--- config.mk ---
export PLATFORM = sky130hd
export DESIGN_NAME = led_matrix_frame_scaler_flat
export DESIGN_NICKNAME = d
export VERILOG_FILES = /design/src/lmfs_pkg.sv /design/src/lmfs_if.sv /design/src/lmfs_ram.sv /design/src/lmfs_front.sv /design/src/lmfs_back.sv /design/src/led_matrix_frame_scaler.sv /design/src/flat_wrapper.sv
export SDC_FILE = /design/constraint.sdc
export NUM_CORES = 2
export LEC_CHECK = 0
export BUFFER_PORTS_ARGS = -buffer_cell sky130_fd_sc_hd__buf_2
export CORE_AREA = 3 3 475 477
export DETAILED_ROUTE_END_ITERATION = 12
export DIE_AREA = 0 0 478 480
export PLACE_DENSITY = 0.6
export SYNTH_ARGS = -nofsm -noshare
export SYNTH_HDL_FRONTEND = slang
export SYNTH_SLANG_ARGS = --single-unit
--- constraint.sdc ---
create_clock -name clk -period 6.69 [get_ports clk]
set_input_delay 0.669 -clock clk [delete_from_list [all_inputs] [get_ports clk]]
set_output_delay 0.669 -clock clk [all_outputs]
set_load 0.1 [all_outputs]
--- src/lmfs_pkg.sv ---
`timescale 1ns / 1ps
// ----------------------------------------------------------------------------
// lmfs_pkg
// Shared types and constants for the LED matrix frame scaler.
// ----------------------------------------------------------------------------
package lmfs_pkg;

  localparam int unsigned SIDE = 8;
  localparam int unsigned NPIX = SIDE * SIDE;
  localparam int unsigned AW   = $clog2(NPIX);
  localparam int unsigned CW   = $clog2(SIDE);
  localparam int unsigned QDEPTH = 2;

  typedef enum logic [2:0] {
    MODE_WRITE = 3'd0,
    MODE_READ  = 3'd1,
    MODE_FILL  = 3'd2,
    MODE_CLEAR = 3'd3,
    MODE_MONO  = 3'd4,
    MODE_SHOW  = 3'd5
  } mode_t;

  typedef enum logic [1:0] {
    REG_BRIGHTNESS = 2'd0,
    REG_ROTATION   = 2'd1,
    REG_MAX_CURR   = 2'd2
  } reg_idx_t;

  typedef struct packed {
    logic [2:0] mode;
    logic [3:0] x;
    logic [3:0] y;
    logic [7:0] red;
    logic [7:0] green;
    logic [7:0] blue;
    logic [7:0] off_red;
    logic [7:0] off_green;
    logic [7:0] off_blue;
    logic [7:0] row_bits;
  } in_item_t;

  typedef struct packed {
    logic       is_read;
    logic [5:0] led_index;
    logic [7:0] out_red;
    logic [7:0] out_green;
    logic [7:0] out_blue;
    logic       last;
  } out_item_t;

  typedef enum logic [3:0] {
    ST_IDLE, ST_SWEEP, ST_READ, ST_RDWAIT, ST_SUM, ST_SUMEND,
    ST_EST, ST_RECIP, ST_DIV, ST_SCALE, ST_EMIT, ST_EMUL, ST_EMIT_OUT
  } back_state_t;

endpackage

--- src/lmfs_if.sv ---
`timescale 1ns / 1ps
// ----------------------------------------------------------------------------
// lmfs_in_if / lmfs_out_if
// Valid/ready channels carrying input requests and result items.
// ----------------------------------------------------------------------------
interface lmfs_in_if;
  logic               valid;
  logic               ready;
  lmfs_pkg::in_item_t data;
  modport source (output valid, output data, input ready);
  modport sink   (input valid, input data, output ready);
endinterface

interface lmfs_out_if;
  logic                valid;
  logic                ready;
  lmfs_pkg::out_item_t data;
  modport source (output valid, output data, input ready);
  modport sink   (input valid, input data, output ready);
endinterface

--- src/lmfs_ram.sv ---
`timescale 1ns / 1ps
// ----------------------------------------------------------------------------
// lmfs_ram
// Generic single-port-write, single-read RAM with registered read data.
// ----------------------------------------------------------------------------
module lmfs_ram #(
  parameter int unsigned WIDTH = 24,
  parameter int unsigned DEPTH = 64
) (
  input  logic                     clk,
  input  logic                     we,
  input  logic [$clog2(DEPTH)-1:0] waddr,
  input  logic [WIDTH-1:0]         wdata,
  input  logic [$clog2(DEPTH)-1:0] raddr,
  output logic [WIDTH-1:0]         rdata
);
  logic [WIDTH-1:0] mem [DEPTH];

  always_ff @(posedge clk) begin
    if (we) begin
      mem[waddr] <= wdata;
    end
    rdata <= mem[raddr];
  end
endmodule

--- src/lmfs_front.sv ---
`timescale 1ns / 1ps
// ----------------------------------------------------------------------------
// lmfs_front
// Accepts requests, drops those without effect, queues the rest.
// ----------------------------------------------------------------------------
module lmfs_front (
  input  logic               clk,
  input  logic               rst,
  input  logic               in_valid,
  output logic               in_ready,
  input  lmfs_pkg::in_item_t in_data,
  output logic               q_valid,
  input  logic               q_ready,
  output lmfs_pkg::in_item_t q_data
);
  localparam int unsigned PW = $clog2(lmfs_pkg::QDEPTH);

  lmfs_pkg::in_item_t slot [lmfs_pkg::QDEPTH];
  logic [PW-1:0] wptr, rptr;
  logic [PW:0]   count;
  logic          push, pop, useful;

  // Unused modes and out-of-range writes/rows are swallowed here.
  always_comb begin
    case (in_data.mode)
      lmfs_pkg::MODE_WRITE: useful = (in_data.x < lmfs_pkg::SIDE) &&
                                     (in_data.y < lmfs_pkg::SIDE);
      lmfs_pkg::MODE_MONO:  useful = in_data.y < lmfs_pkg::SIDE;
      lmfs_pkg::MODE_READ, lmfs_pkg::MODE_FILL,
      lmfs_pkg::MODE_CLEAR, lmfs_pkg::MODE_SHOW: useful = 1'b1;
      default: useful = 1'b0;
    endcase
  end

  assign in_ready = count != (PW+1)'(lmfs_pkg::QDEPTH);
  assign push     = in_valid && in_ready && useful;
  assign q_valid  = count != '0;
  assign pop      = q_valid && q_ready;
  assign q_data   = slot[rptr];

  always_ff @(posedge clk) begin
    if (push) begin
      slot[wptr] <= in_data;
    end
    if (rst) begin
      wptr  <= '0;
      rptr  <= '0;
      count <= '0;
    end else begin
      if (push) wptr <= wptr + 1'b1;
      if (pop)  rptr <= rptr + 1'b1;
      count <= count + (PW+1)'(push) - (PW+1)'(pop);
    end
  end
endmodule

--- src/lmfs_back.sv ---
`timescale 1ns / 1ps
// ----------------------------------------------------------------------------
// lmfs_back
// Executes queued requests against the frame store; computes show scale.
// ----------------------------------------------------------------------------
module lmfs_back (
  input  logic                clk,
  input  logic                rst,
  input  logic                q_valid,
  output logic                q_ready,
  input  lmfs_pkg::in_item_t  q_data,
  input  logic [7:0]          brightness,
  input  logic [1:0]          rotation,
  input  logic [11:0]         max_current_ma,
  output logic                out_valid,
  input  logic                out_ready,
  output lmfs_pkg::out_item_t out_data
);
  localparam int unsigned AW = lmfs_pkg::AW;
  localparam int unsigned CW = lmfs_pkg::CW;
  localparam int unsigned SW = AW + 10;       // frame component sum
  localparam int unsigned EW = SW + 13;       // sum*20*brightness
  localparam int unsigned NW = 20;            // brightness*max_current
  // Divide by 65025 as (p * RECIP) >> RS, exact for p below 2^28.
  localparam int unsigned RS = 44;
  localparam logic [EW-1:0] RECIP = EW'(270544961);

  lmfs_pkg::back_state_t state, state_next;
  lmfs_pkg::in_item_t    cur;
  logic [AW:0]           idx, idx_next;
  logic [SW-1:0]         sum;
  logic [EW-1:0]         prod;
  logic [EW-1:0]         est;
  logic [NW-1:0]         num, quo;
  logic [EW-1:0]         rem;
  logic [4:0]            bitn;
  logic [7:0]            scale;
  logic [15:0]           mr, mg, mb;

  logic          we;
  logic [AW-1:0] waddr, raddr;
  logic [23:0]   wdata, rdata;

  lmfs_ram #(.WIDTH(24), .DEPTH(lmfs_pkg::NPIX)) u_ram (
    .clk(clk), .we(we), .waddr(waddr), .wdata(wdata), .raddr(raddr), .rdata(rdata)
  );

  // Output register
  logic      ov;
  logic      load;
  lmfs_pkg::out_item_t od, od_new;
  assign out_valid = ov;
  assign out_data  = od;

  logic [CW-1:0] px, py, rx, ry, colx;
  logic [AW-1:0] led;
  logic [2:0]    bsel;
  logic          on_bit;

  assign px = idx[CW-1:0];
  assign py = idx[AW-1:CW];

  always_comb begin
    case (rotation)
      2'd1:    begin rx = ~py; ry = px;  end
      2'd2:    begin rx = ~px; ry = ~py; end
      2'd3:    begin rx = py;  ry = ~px; end
      default: begin rx = px;  ry = py;  end
    endcase
    colx = ry[0] ? ~rx : rx;
    led  = {ry, colx};
  end

  // Mono bit for column px: bit SIDE-1-px, off when beyond the bitmap.
  always_comb begin
    bsel   = 3'(lmfs_pkg::SIDE - 1 - 32'(px));
    on_bit = ((lmfs_pkg::SIDE - 1 - 32'(px)) < 8) && cur.row_bits[bsel];
  end

  // Divide by 255 for values up to 255*255: q = (v + 1 + (v >> 8)) >> 8.
  function automatic logic [7:0] div255(input logic [15:0] v);
    logic [16:0] t;
    t = 17'(v) + 17'd1 + 17'(v[15:8]);
    return t[15:8];
  endfunction

  always_comb begin
    state_next = state;
    idx_next   = idx;
    q_ready    = 1'b0;
    we         = 1'b0;
    waddr      = idx[AW-1:0];
    wdata      = '0;
    raddr      = idx[AW-1:0];
    load       = 1'b0;
    od_new     = '0;
    case (state)
      lmfs_pkg::ST_IDLE: begin
        if (q_valid) begin
          q_ready  = 1'b1;
          idx_next = '0;
          case (q_data.mode)
            lmfs_pkg::MODE_WRITE: begin
              we         = 1'b1;
              waddr      = {q_data.y[CW-1:0], q_data.x[CW-1:0]};
              wdata      = {q_data.red, q_data.green, q_data.blue};
            end
            lmfs_pkg::MODE_READ:  state_next = lmfs_pkg::ST_READ;
            lmfs_pkg::MODE_MONO:  idx_next = {1'b0, q_data.y[CW-1:0], {CW{1'b0}}};
            lmfs_pkg::MODE_SHOW:  state_next = lmfs_pkg::ST_SUM;
            default: ;
          endcase
          if (q_data.mode == lmfs_pkg::MODE_FILL || q_data.mode == lmfs_pkg::MODE_CLEAR ||
              q_data.mode == lmfs_pkg::MODE_MONO) begin
            state_next = lmfs_pkg::ST_SWEEP;
          end
        end
      end
      lmfs_pkg::ST_SWEEP: begin
        we = 1'b1;
        case (cur.mode)
          lmfs_pkg::MODE_FILL: wdata = {cur.red, cur.green, cur.blue};
          lmfs_pkg::MODE_MONO: wdata = on_bit ? {cur.red, cur.green, cur.blue}
                                              : {cur.off_red, cur.off_green, cur.off_blue};
          default: wdata = '0;
        endcase
        idx_next = idx + 1'b1;
        if ((cur.mode == lmfs_pkg::MODE_MONO && px == CW'(lmfs_pkg::SIDE - 1)) ||
            idx == (AW+1)'(lmfs_pkg::NPIX - 1)) begin
          state_next = lmfs_pkg::ST_IDLE;
        end
      end
      lmfs_pkg::ST_READ: begin
        raddr      = {cur.y[CW-1:0], cur.x[CW-1:0]};
        state_next = lmfs_pkg::ST_RDWAIT;
      end
      lmfs_pkg::ST_RDWAIT: begin
        // keep the address so the read data holds while the output stalls
        raddr = {cur.y[CW-1:0], cur.x[CW-1:0]};
        if (!ov || out_ready) begin
          load           = 1'b1;
          od_new.is_read = 1'b1;
          od_new.last    = 1'b1;
          if (cur.x < lmfs_pkg::SIDE && cur.y < lmfs_pkg::SIDE) begin
            {od_new.out_red, od_new.out_green, od_new.out_blue} = rdata;
          end
          state_next = lmfs_pkg::ST_IDLE;
        end
      end
      lmfs_pkg::ST_SUM: begin
        // the read address leads accumulation; the sum adds the registered read data
        idx_next = idx + 1'b1;
        if (idx == (AW+1)'(lmfs_pkg::NPIX - 1)) state_next = lmfs_pkg::ST_SUMEND;
      end
      lmfs_pkg::ST_SUMEND: state_next = lmfs_pkg::ST_EST;
      lmfs_pkg::ST_EST:    state_next = lmfs_pkg::ST_RECIP;
      lmfs_pkg::ST_RECIP:  state_next = lmfs_pkg::ST_DIV;
      lmfs_pkg::ST_DIV: begin
        if (bitn == 5'd0) state_next = lmfs_pkg::ST_SCALE;
      end
      lmfs_pkg::ST_SCALE: begin
        idx_next   = '0;
        state_next = lmfs_pkg::ST_EMIT;
      end
      lmfs_pkg::ST_EMIT:   state_next = lmfs_pkg::ST_EMUL;
      lmfs_pkg::ST_EMUL:   state_next = lmfs_pkg::ST_EMIT_OUT;
      lmfs_pkg::ST_EMIT_OUT: begin
        if (!ov || out_ready) begin
          load             = 1'b1;
          od_new.led_index = 6'(led);
          od_new.out_red   = div255(mr);
          od_new.out_green = div255(mg);
          od_new.out_blue  = div255(mb);
          od_new.last      = idx == (AW+1)'(lmfs_pkg::NPIX - 1);
          idx_next         = idx + 1'b1;
          state_next       = od_new.last ? lmfs_pkg::ST_IDLE : lmfs_pkg::ST_EMIT;
        end
      end
      default: state_next = lmfs_pkg::ST_IDLE;
    endcase
  end

  always_ff @(posedge clk) begin
    if (state == lmfs_pkg::ST_IDLE && q_valid) cur <= q_data;
    if (load) od <= od_new;
    if (state == lmfs_pkg::ST_IDLE) sum <= '0;
    if ((state == lmfs_pkg::ST_SUM && idx != '0) || state == lmfs_pkg::ST_SUMEND) begin
      sum <= sum + SW'(rdata[23:16]) + SW'(rdata[15:8]) + SW'(rdata[7:0]);
    end
    if (state == lmfs_pkg::ST_EST) begin
      prod <= EW'(sum) * EW'(brightness) * EW'(20);
      num  <= NW'(brightness) * NW'(max_current_ma);
      rem  <= '0;
      bitn <= 5'(NW);
    end
    if (state == lmfs_pkg::ST_RECIP) begin
      est <= EW'(((2*EW)'(prod) * (2*EW)'(RECIP)) >> RS);
    end
    if (state == lmfs_pkg::ST_DIV && bitn != 5'd0) begin
      // restoring division, one quotient bit per cycle
      if ({rem[EW-2:0], num[NW-1]} >= est) begin
        rem <= {rem[EW-2:0], num[NW-1]} - est;
        quo <= {quo[NW-2:0], 1'b1};
      end else begin
        rem <= {rem[EW-2:0], num[NW-1]};
        quo <= {quo[NW-2:0], 1'b0};
      end
      num  <= {num[NW-2:0], 1'b0};
      bitn <= bitn - 5'd1;
    end
    if (state == lmfs_pkg::ST_SCALE) begin
      if (est <= EW'(max_current_ma)) scale <= brightness;
      else if (quo > NW'(255))        scale <= 8'd255;
      else                            scale <= quo[7:0];
    end
    if (state == lmfs_pkg::ST_EMUL) begin
      mr <= 16'(rdata[23:16]) * 16'(scale);
      mg <= 16'(rdata[15:8])  * 16'(scale);
      mb <= 16'(rdata[7:0])   * 16'(scale);
    end
    if (rst) begin
      state <= lmfs_pkg::ST_IDLE;
      idx   <= '0;
      ov    <= 1'b0;
    end else begin
      state <= state_next;
      idx   <= idx_next;
      if (load)           ov <= 1'b1;
      else if (out_ready) ov <= 1'b0;
    end
  end
endmodule

--- src/led_matrix_frame_scaler.sv ---
`timescale 1ns / 1ps
// ----------------------------------------------------------------------------
// led_matrix_frame_scaler
// 8x8 RGB frame store with current-limited, rotated serpentine show output.
// ----------------------------------------------------------------------------
// A pixel write is done as the back end takes it from the queue; a read
// passes through the READ and RDWAIT states, waiting there for the output.
// Fill and clear sweep the store one pixel a cycle, a mono row likewise.
// Show sums the frame through the single RAM read port, forms the current
// estimate (EST, RECIP), finds the scale by bit-serial division, then emits
// each pixel through EMIT (read), EMUL (multiply) and EMIT_OUT (output),
// starting the next pixel only once the last is in the output register.
// Requests that have no effect are dropped at the front; a two-entry queue
// lets the front keep accepting while the back end works, until it fills.
// Reset clears the store by a sweep before the first queued request runs.
// ----------------------------------------------------------------------------
module led_matrix_frame_scaler (
  input  logic        clk,
  input  logic        rst,
  lmfs_in_if.sink     in_ch,
  lmfs_out_if.source  out_ch,
  input  logic        psel,
  input  logic        penable,
  input  logic        pwrite,
  input  logic [3:0]  paddr,
  input  logic [31:0] pwdata,
  output logic [31:0] prdata,
  output logic        pready
);
  logic [7:0]  brightness;
  logic [1:0]  rotation;
  logic [11:0] max_current_ma;
  lmfs_pkg::reg_idx_t ridx;

  assign pready = 1'b1;
  assign ridx   = lmfs_pkg::reg_idx_t'(paddr[3:2]);

  always_ff @(posedge clk) begin
    if (rst) begin
      brightness     <= 8'd64;
      rotation       <= 2'd0;
      max_current_ma <= 12'd500;
    end else if (psel && penable && pwrite && paddr[1:0] == 2'b00) begin
      case (ridx)
        lmfs_pkg::REG_BRIGHTNESS: brightness     <= pwdata[7:0];
        lmfs_pkg::REG_ROTATION:   rotation       <= pwdata[1:0];
        lmfs_pkg::REG_MAX_CURR:   max_current_ma <= pwdata[11:0];
        default: ;
      endcase
    end
  end

  always_comb begin
    case (ridx)
      lmfs_pkg::REG_BRIGHTNESS: prdata = {24'd0, brightness};
      lmfs_pkg::REG_ROTATION:   prdata = {30'd0, rotation};
      lmfs_pkg::REG_MAX_CURR:   prdata = {20'd0, max_current_ma};
      default:                  prdata = '0;
    endcase
  end

  // Reset clears the store by queuing an internal clear request.
  logic               boot;
  logic               f_valid, f_ready, q_valid, q_ready;
  lmfs_pkg::in_item_t f_data, q_data;

  always_ff @(posedge clk) begin
    if (rst) boot <= 1'b1;
    else if (f_ready) boot <= 1'b0;
  end

  always_comb begin
    f_data = in_ch.data;
    if (boot) f_data.mode = 3'(lmfs_pkg::MODE_CLEAR);
  end
  assign f_valid     = boot || in_ch.valid;
  assign in_ch.ready = f_ready && !boot;

  lmfs_front u_front (
    .clk(clk), .rst(rst),
    .in_valid(f_valid), .in_ready(f_ready), .in_data(f_data),
    .q_valid(q_valid), .q_ready(q_ready), .q_data(q_data)
  );

  lmfs_back u_back (
    .clk(clk), .rst(rst),
    .q_valid(q_valid), .q_ready(q_ready), .q_data(q_data),
    .brightness(brightness), .rotation(rotation), .max_current_ma(max_current_ma),
    .out_valid(out_ch.valid), .out_ready(out_ch.ready), .out_data(out_ch.data)
  );
endmodule

--- src/flat_wrapper.sv ---
// flat-port wrapper written by rule: the top's interface ports become plain ports
module led_matrix_frame_scaler_flat 
  (clk, rst, psel, penable, pwrite, paddr, pwdata, prdata, pready, in_ch_valid, in_ch_data, in_ch_ready, out_ch_valid, out_ch_data, out_ch_ready);
  lmfs_in_if in_ch_i ();
  lmfs_out_if out_ch_i ();
  input  logic clk;
  input  logic rst;
  input  logic psel;
  input  logic penable;
  input  logic pwrite;
  input  logic [3:0] paddr;
  input  logic [31:0] pwdata;
  output logic [31:0] prdata;
  output logic pready;
  input wire logic [$bits(in_ch_i.valid)-1:0] in_ch_valid;
  input wire logic [$bits(in_ch_i.data)-1:0] in_ch_data;
  output wire logic [$bits(in_ch_i.ready)-1:0] in_ch_ready;
  output wire logic [$bits(out_ch_i.valid)-1:0] out_ch_valid;
  output wire logic [$bits(out_ch_i.data)-1:0] out_ch_data;
  input wire logic [$bits(out_ch_i.ready)-1:0] out_ch_ready;
  assign in_ch_i.valid = in_ch_valid;
  assign in_ch_i.data = in_ch_data;
  assign in_ch_ready = in_ch_i.ready;
  assign out_ch_valid = out_ch_i.valid;
  assign out_ch_data = out_ch_i.data;
  assign out_ch_i.ready = out_ch_ready;
  led_matrix_frame_scaler u_core (.clk(clk), .rst(rst), .in_ch(in_ch_i), .out_ch(out_ch_i), .psel(psel), .penable(penable), .pwrite(pwrite), .paddr(paddr), .pwdata(pwdata), .prdata(prdata), .pready(pready));
endmodule
# == Word-level counts from Yosys, hierarchy flattened ==
# Memories as Yosys holds them, arrays and structs flattened. A register that Yosys moved wholly into a read port is not among the register bits.
# Index checks and enable logic that the tools add are counted.
# totals
register_bits,324
n_memories,2
ramBits,1670
elab_cells,222
output_inout_bits,67
# classes
muxes,62
add_sub_neg,17
bitwise_logic,3
n_reduce_logical,45
mul,7
eq_ne,39
n_lt_le_gt_ge,9
# mem_list
name,words,width,read_ports,rd_ports_with_merged_regs,wr,line,text
u_core.u_back.u_ram.mem,64,24,1,1,1,lmfs_ram.sv:17,logic [WIDTH-1:0] mem [DEPTH];
u_core.u_front.slot,2,67,1,1,1,lmfs_front.sv:18,lmfs_pkg::in_item_t slot [lmfs_pkg::QDEPTH];
# op_table
op,n
16-bit by 8-bit adder with 16-bit output,6
24-bit two-way mux,4
24-bit one-hot mux with 2 select lines,2
28-bit two-way mux,3
"27-bit by 29-bit multiplier with 56-bit output, second input constant",1
4-bit one-hot mux with 13 select lines,1
25-bit two-way mux,2
25-bit one-hot mux with 2 select lines,1
"16-bit by 1-bit adder with 16-bit output, second input constant",3
8-bit by 8-bit multiplier with 16-bit output,3
20-bit two-way mux,2
12-bit one-hot mux with 3 select lines,1
"32-bit by 4-bit < comparator with 1-bit output, second input constant",1
16-bit two-way mux,2
4-bit two-way mux,8
6-bit two-way mux,5
29-bit by 14-bit greater-or-equal comparator with 1-bit output,1
7-bit one-hot mux with 4 select lines,1
28-bit by 14-bit subtractor with 28-bit output,1
"24-bit by 3-bit multiplier with 27-bit output, second input constant",1
16-bit by 8-bit multiplier with 24-bit output,1
"4-bit equality test, second input constant",5
"20-bit by 8-bit greater-than comparator with 1-bit output, second input constant",1
8-bit by 12-bit multiplier with 20-bit output,1
other kinds (47),125

# == Logic depth before layout (Yosys ltp) ==
# logic_depth
depth_word,7
depth_mapped,30

# == Modules after synthesis ==
# Synthesis repeated with hierarchy kept, for this count alone.
# unflattened
cells_unflattened,6307
hier_area_um2,99108.8
# by_module_without_submodules
module,seq_area_each_um2,area_each_um2,cells_each,instances
lmfs_ram,46604.7,59295.6,2610,1
lmfs_back,8788.4,33359.5,3303,1
lmfs_front,4124.0,5113.7,237,1
led_matrix_frame_scaler,460.4,1340.0,157,1

# == Worst setup path after synthesis ==
# No wires, ideal clock.
# synth_timing
path_kind,register to register
startpoint,register u_core.brightness[2]
endpoint,"register u_core.u_back.prod[24], data pin"
setup_slack_ps,66
path_stages_with_launch,28
arrival_ps,6365
path_cell_list,dfxtp_1 -> clkbuf_1 -> nand2_1 -> fa_1 -> fa_1 -> inv_1 -> fa_1 -> inv_1 -> fa_1 -> inv_1 -> ha_1 -> and2_1 -> a311o_1 -> o31a_1 -> a21oi_1 -> o21bai_1 -> a21oi_1 -> xnor2_1 -> ha_1 -> ha_1 -> a21oi_1 -> nor2b_1 -> nor4_1 -> o21ai_0 -> o31a_1 -> a21o_1 -> a21oi_1 -> xnor2_1
# synth_via
elab_chain_len,2
# synth_lines
item,line,text
"start, declared",led_matrix_frame_scaler.sv:30,logic [7:0] brightness;
"start signal, assigned",led_matrix_frame_scaler.sv:45,lmfs_pkg::REG_BRIGHTNESS: brightness <= pwdata[7:0];
16-bit by 8-bit multiplier with 24-bit output,lmfs_back.sv:191,prod <= EW'(sum) * EW'(brightness) * EW'(20);
24-bit by 3-bit multiplier with 27-bit output,lmfs_back.sv:191,
"end signal, assigned",lmfs_back.sv:191,
"end, declared",lmfs_back.sv:32,logic [EW-1:0] prod;
# No other way between the ends.
# A chain may end at the register's enable or synchronous reset.

# == Worst setup path after layout ==
# layout_timing
startpoint,register u_core.u_back.sum[3]
endpoint,"register u_core.u_back.prod[27], data pin"
# layout_via
elab_chain_len,2
# layout_lines
item,line,text
"start, declared",lmfs_back.sv:31,logic [SW-1:0] sum;
"start signal, assigned",lmfs_back.sv:188,sum <= sum + SW'(rdata[23:16]) + SW'(rdata[15:8]) + SW'(rdata[7:0]);
16-bit by 8-bit multiplier with 24-bit output,lmfs_back.sv:191,
24-bit by 3-bit multiplier with 27-bit output,lmfs_back.sv:191,
# No other way between the ends.

==> results.ini <==
[status]
status = completed

[critical_path]
cp_data_arrival_time_ps = 7000
cp_num_buf_inv = 3
slowest_delay_ps = 510
criticalPathCategory = flop to flop
required_ps = 7290
reg2reg_slack_ps = 290
r2r-start = u_core.u_back.sum[3]
path_delay_family = adder cells
worstPathCellList = buf_4 -> buf_4 -> and2_1 -> fa_1 -> fa_1 -> fa_1 -> fa_1 -> ha_1 -> and3_4 -> nand4b_1 -> nand4_1 -> a31oi_4 -> o31ai_1 -> buf_4 -> a221o_1 -> a21oi_2 -> xnor2_1 -> ha_1 -> ha_4 -> o211a_1 -> nand3_1 -> o211ai_1 -> o211ai_1 -> xor2_1
startpoint_type = flop
cp-startpoint = u_core.u_back.sum[3]
crit_path_end_kind = flop
cp_common_cell = fa_1
critical-path-slowest-cell = fa_1
crit_fanout = 5

[logic_synthesis]
syn_area_per_cell_um2 = 15.6
synth_seq_cells = 2019
synthArstFlopShare_pct = 0
yosys_warnings = 0
synth_cell_types = 75
synth-seq-area-share_pct = 60.3
synth_cells = 6380
synth_edf_count = 1954
ys.flop_type = edfxtp_1
netlist_area_mm2 = 0.0995

[clock_tree]
ctsRootBufferMaster = clkbuf_16
cts_buffers = 205
clk_latency_ps = 860
clock_path_buffers = 3
clkTransAtPathRegs_ps = 70
cts_tree = yes
h-tree-depth = 4
numClockSinks = 2019

[finish]
mostFrequentLayoutCells = edfxtp_1 (1954), ha_1 (500), inv_1 (484)
area_delta_synth_final_pct = 13.3
fin_nets = 7717
drive_gt1_share_pct = 18.8
final_common_cell = edfxtp_1
fillers = 18400
finalNonFillerCells = 9910

[place]
dp.cells = 9461
port-buffer-count = 135
place_congestion = 0.839
dp_hpwl_um = 156000

[floorplanning]
fp.dieH_um = 480
core-area_mm2 = 0.222
top_level_ports = 177
die_x_um = 478
die_area_mm2 = 0.229
rows = 173
start_util_pct = 44.9

[drt]
dr.pass1.iters = 5
drt_wl_total_um = 249000
drtIter0Drc = 4308
drc_errors = 0
viasPerCell = 5.60
num_vias = 55500
ant_nets = 0
wl_per_cell_um = 25.1

[power_and_ir_drop]
seq_power_share_pct = 35.5
power_uw = 45300
ir_drop_mv = 0.384
swShare_pct = 34.5
clockPowerShare_pct = 25.0
powerDensity_mw_per_mm2 = 402
p_sw_uw = 15600
p_int_uw = 29600
combPwrFrac_pct = 39.4
p_leak_uw = 0.0422

[job]
cap_violations = 0

[sta]
tightest_slew_ps = 1160
holdWs_ps = 59.7
finalCritPeriodShare_pct = 95.7
fin_skew_ps = 62.5
relSlewSlack_pct = 22.4
setup_viol = 0
hold_viol = 0
slew_viol_final = 0
fmax_ghz = 0.156
final.min_clock_period_ps = 6400

[global_route]
grt_util_met1_pct = 29.4
grt_pass1_vias = 58100
grtUsageTotal_pct = 21.8
grt-ovfl-total = 0
grt_antenna_before_repair = 13
global_route.usage.met2_pct = 37.0
top_usage_layer = met2
grt_util_met3_pct = 3.35
grt_max_degree = 97
grt_pass1_wl_um = 373000

[worst_hold_path]
min_path_type = input port to flop
min_from = in_ch_data[40]

worst reg2reg max path, stage by stage (launching register included):
cell and delay, ps:
edfxtp_1 470, buf_4 170, buf_4 130, and2_1 160, fa_1 500, fa_1 440
fa_1 510, fa_1 420, ha_1 380, and3_4 200, nand4b_1 130, nand4_1 160
a31oi_4 250, o31ai_1 90, buf_4 150, a221o_1 330, a21oi_2 150, xnor2_1 160
ha_1 290, ha_4 310, o211a_1 160, nand3_1 100, o211ai_1 210, o211ai_1 130
xor2_1 160
metal layers:
layer	routed length, um	share of wire, %	vias to the layer above
li1	-	-	24600
met5	8	0.0032	-
met3	14100	5.7	322
met4	5970	2.4	2
met2	123000	49	1570
met1	106000	43	29000
final cells by class:
cell class	count	area (um^2)	share of cell area, %
multi-input cells	3600	37100	32.9
well taps	2975	3720	3.30
clock inverters	119	1200	1.06
repair buffers	445	3420	3.03
inverters	487	1830	1.62
diodes	1	2.50	0.00222
clock buffers	264	5470	4.85
flip-flops and latches	2019	60000	53.2
flip-flops by register name (all words and copies together) (netlist names), 7 cells and up, named ones only:
| register | cells |
|---|---|
| u_core.u_back.u_ram.mem | 1536 |
| u_core.u_front.slot | 134 |
| u_core.u_back.cur | 67 |
| u_core.u_back.out_data | 32 |
| u_core.u_back.rem | 28 |
| u_core.u_back.prod | 27 |
| u_core.u_back.u_ram.rdata | 24 |
| u_core.u_back.num | 20 |
| u_core.u_back.quo | 20 |
| u_core.u_back.mb | 16 |
| u_core.u_back.mg | 16 |
| u_core.u_back.mr | 16 |
| u_core.u_back.sum | 16 |
| u_core.u_back.est | 14 |
| u_core.max_current_ma | 12 |
| u_core.brightness | 8 |
| u_core.u_back.scale | 8 |
| u_core.u_back.idx | 7 |
Yosys cell counts, drive strengths merged (4+ instances only):
library cell / n / area (um^2)
and3: 17 / 106
a22oi: 74 / 556
a21oi: 232 / 1160
dfxtp: 65 / 1300
and4: 8 / 70.1
or3: 18 / 113
mux4: 386 / 8690
o2111ai: 5 / 43.8
a22o: 5 / 43.8
a21boi: 10 / 75.1
nor2b: 128 / 801
nor3b: 4 / 30.0
nand3: 46 / 230
o21a: 18 / 135
buf: 134 / 721
mux2i: 144 / 1450
nor4: 11 / 75.1
o21bai: 14 / 105
a31oi: 16 / 100
or2: 17 / 106
xor2: 60 / 526
clkbuf: 159 / 597
a211o: 9 / 78.8
nand4: 17 / 106
nor2: 289 / 1090
o31ai: 15 / 113
xnor2: 95 / 832
o31a: 4 / 35.0
fa: 337 / 6750
o21ai: 115 / 576
inv: 486 / 1820
nand2: 324 / 1220
a21o: 56 / 420
a41o: 24 / 240
nand2b: 32 / 203
mux2: 66 / 743
nand3b: 9 / 67.6
o211ai: 7 / 52.6
edfxtp: 1954 / 58700
and2: 264 / 1650
nor3: 44 / 236
ha: 512 / 6410
o41ai: 4 / 35.0
a211oi: 110 / 826
worst paths after layout:
kind | cells after the start | endpoint
min reg2reg | 0 | u_core.u_back.quo[4]
max | 24 | u_core.u_back.prod[27]
max reg2reg | 24 | u_core.u_back.prod[27]
min | 1 | u_core.u_front.slot[0][40]
per-stage QoR:
step | util, % | setup WS, ps | TNS [ps] | instance area (um^2)
final | 50.8 | 286 | 0 | 113000
after global routing | 50.8 | -43.6 | -78.8 | 113000
after CTS | 50.6 | -0.891 | -0.891 | 112000
after detailed placement | 47.4 | -25.5 | -68.7 | 105000
after global placement | 47.4 | -50.7 | -129 | 105000
after floorplan | - | 66.3 | 0 | 99600
kinds of logic (layout without fill, tap and decap cells):
group	count (synthesis)	count (layout)	synth area share, %
AO/OA/AOI/OAI	744	744	4.85
XOR/XNOR	155	155	1.36
adder cells (fa/ha/maj)	849	849	13.2
buffers and inverters	780	1315	3.16
flip-flops	2019	2019	60.3
multiplexers	596	596	10.9
other	2	22	0.00755
AND/OR/NAND/NOR	1235	1235	6.20
power by group through the flow:
stage / Clock, uW / Sequential [uW] / Combinational [uW]
2_1_floorplan: 0 / 16000 / 12900
3_3_place_gp: 0 / 16300 / 17600
3_5_place_dp: 0 / 16300 / 17800
4_1_cts: 11600 / 16100 / 17900
5_1_grt: 12100 / 16100 / 20100
6_report: 11300 / 16100 / 17900
timing repair:
item,4_1_cts,5_1_grt
hold buffers,56,0
resized for setup,2,65
endpoints found under the setup margin,4,11
pin swaps,0,41
buffers inserted,0,9
hold endpoints to repair,109,0
No activity file was read; power rests on OpenSTA's default activity.
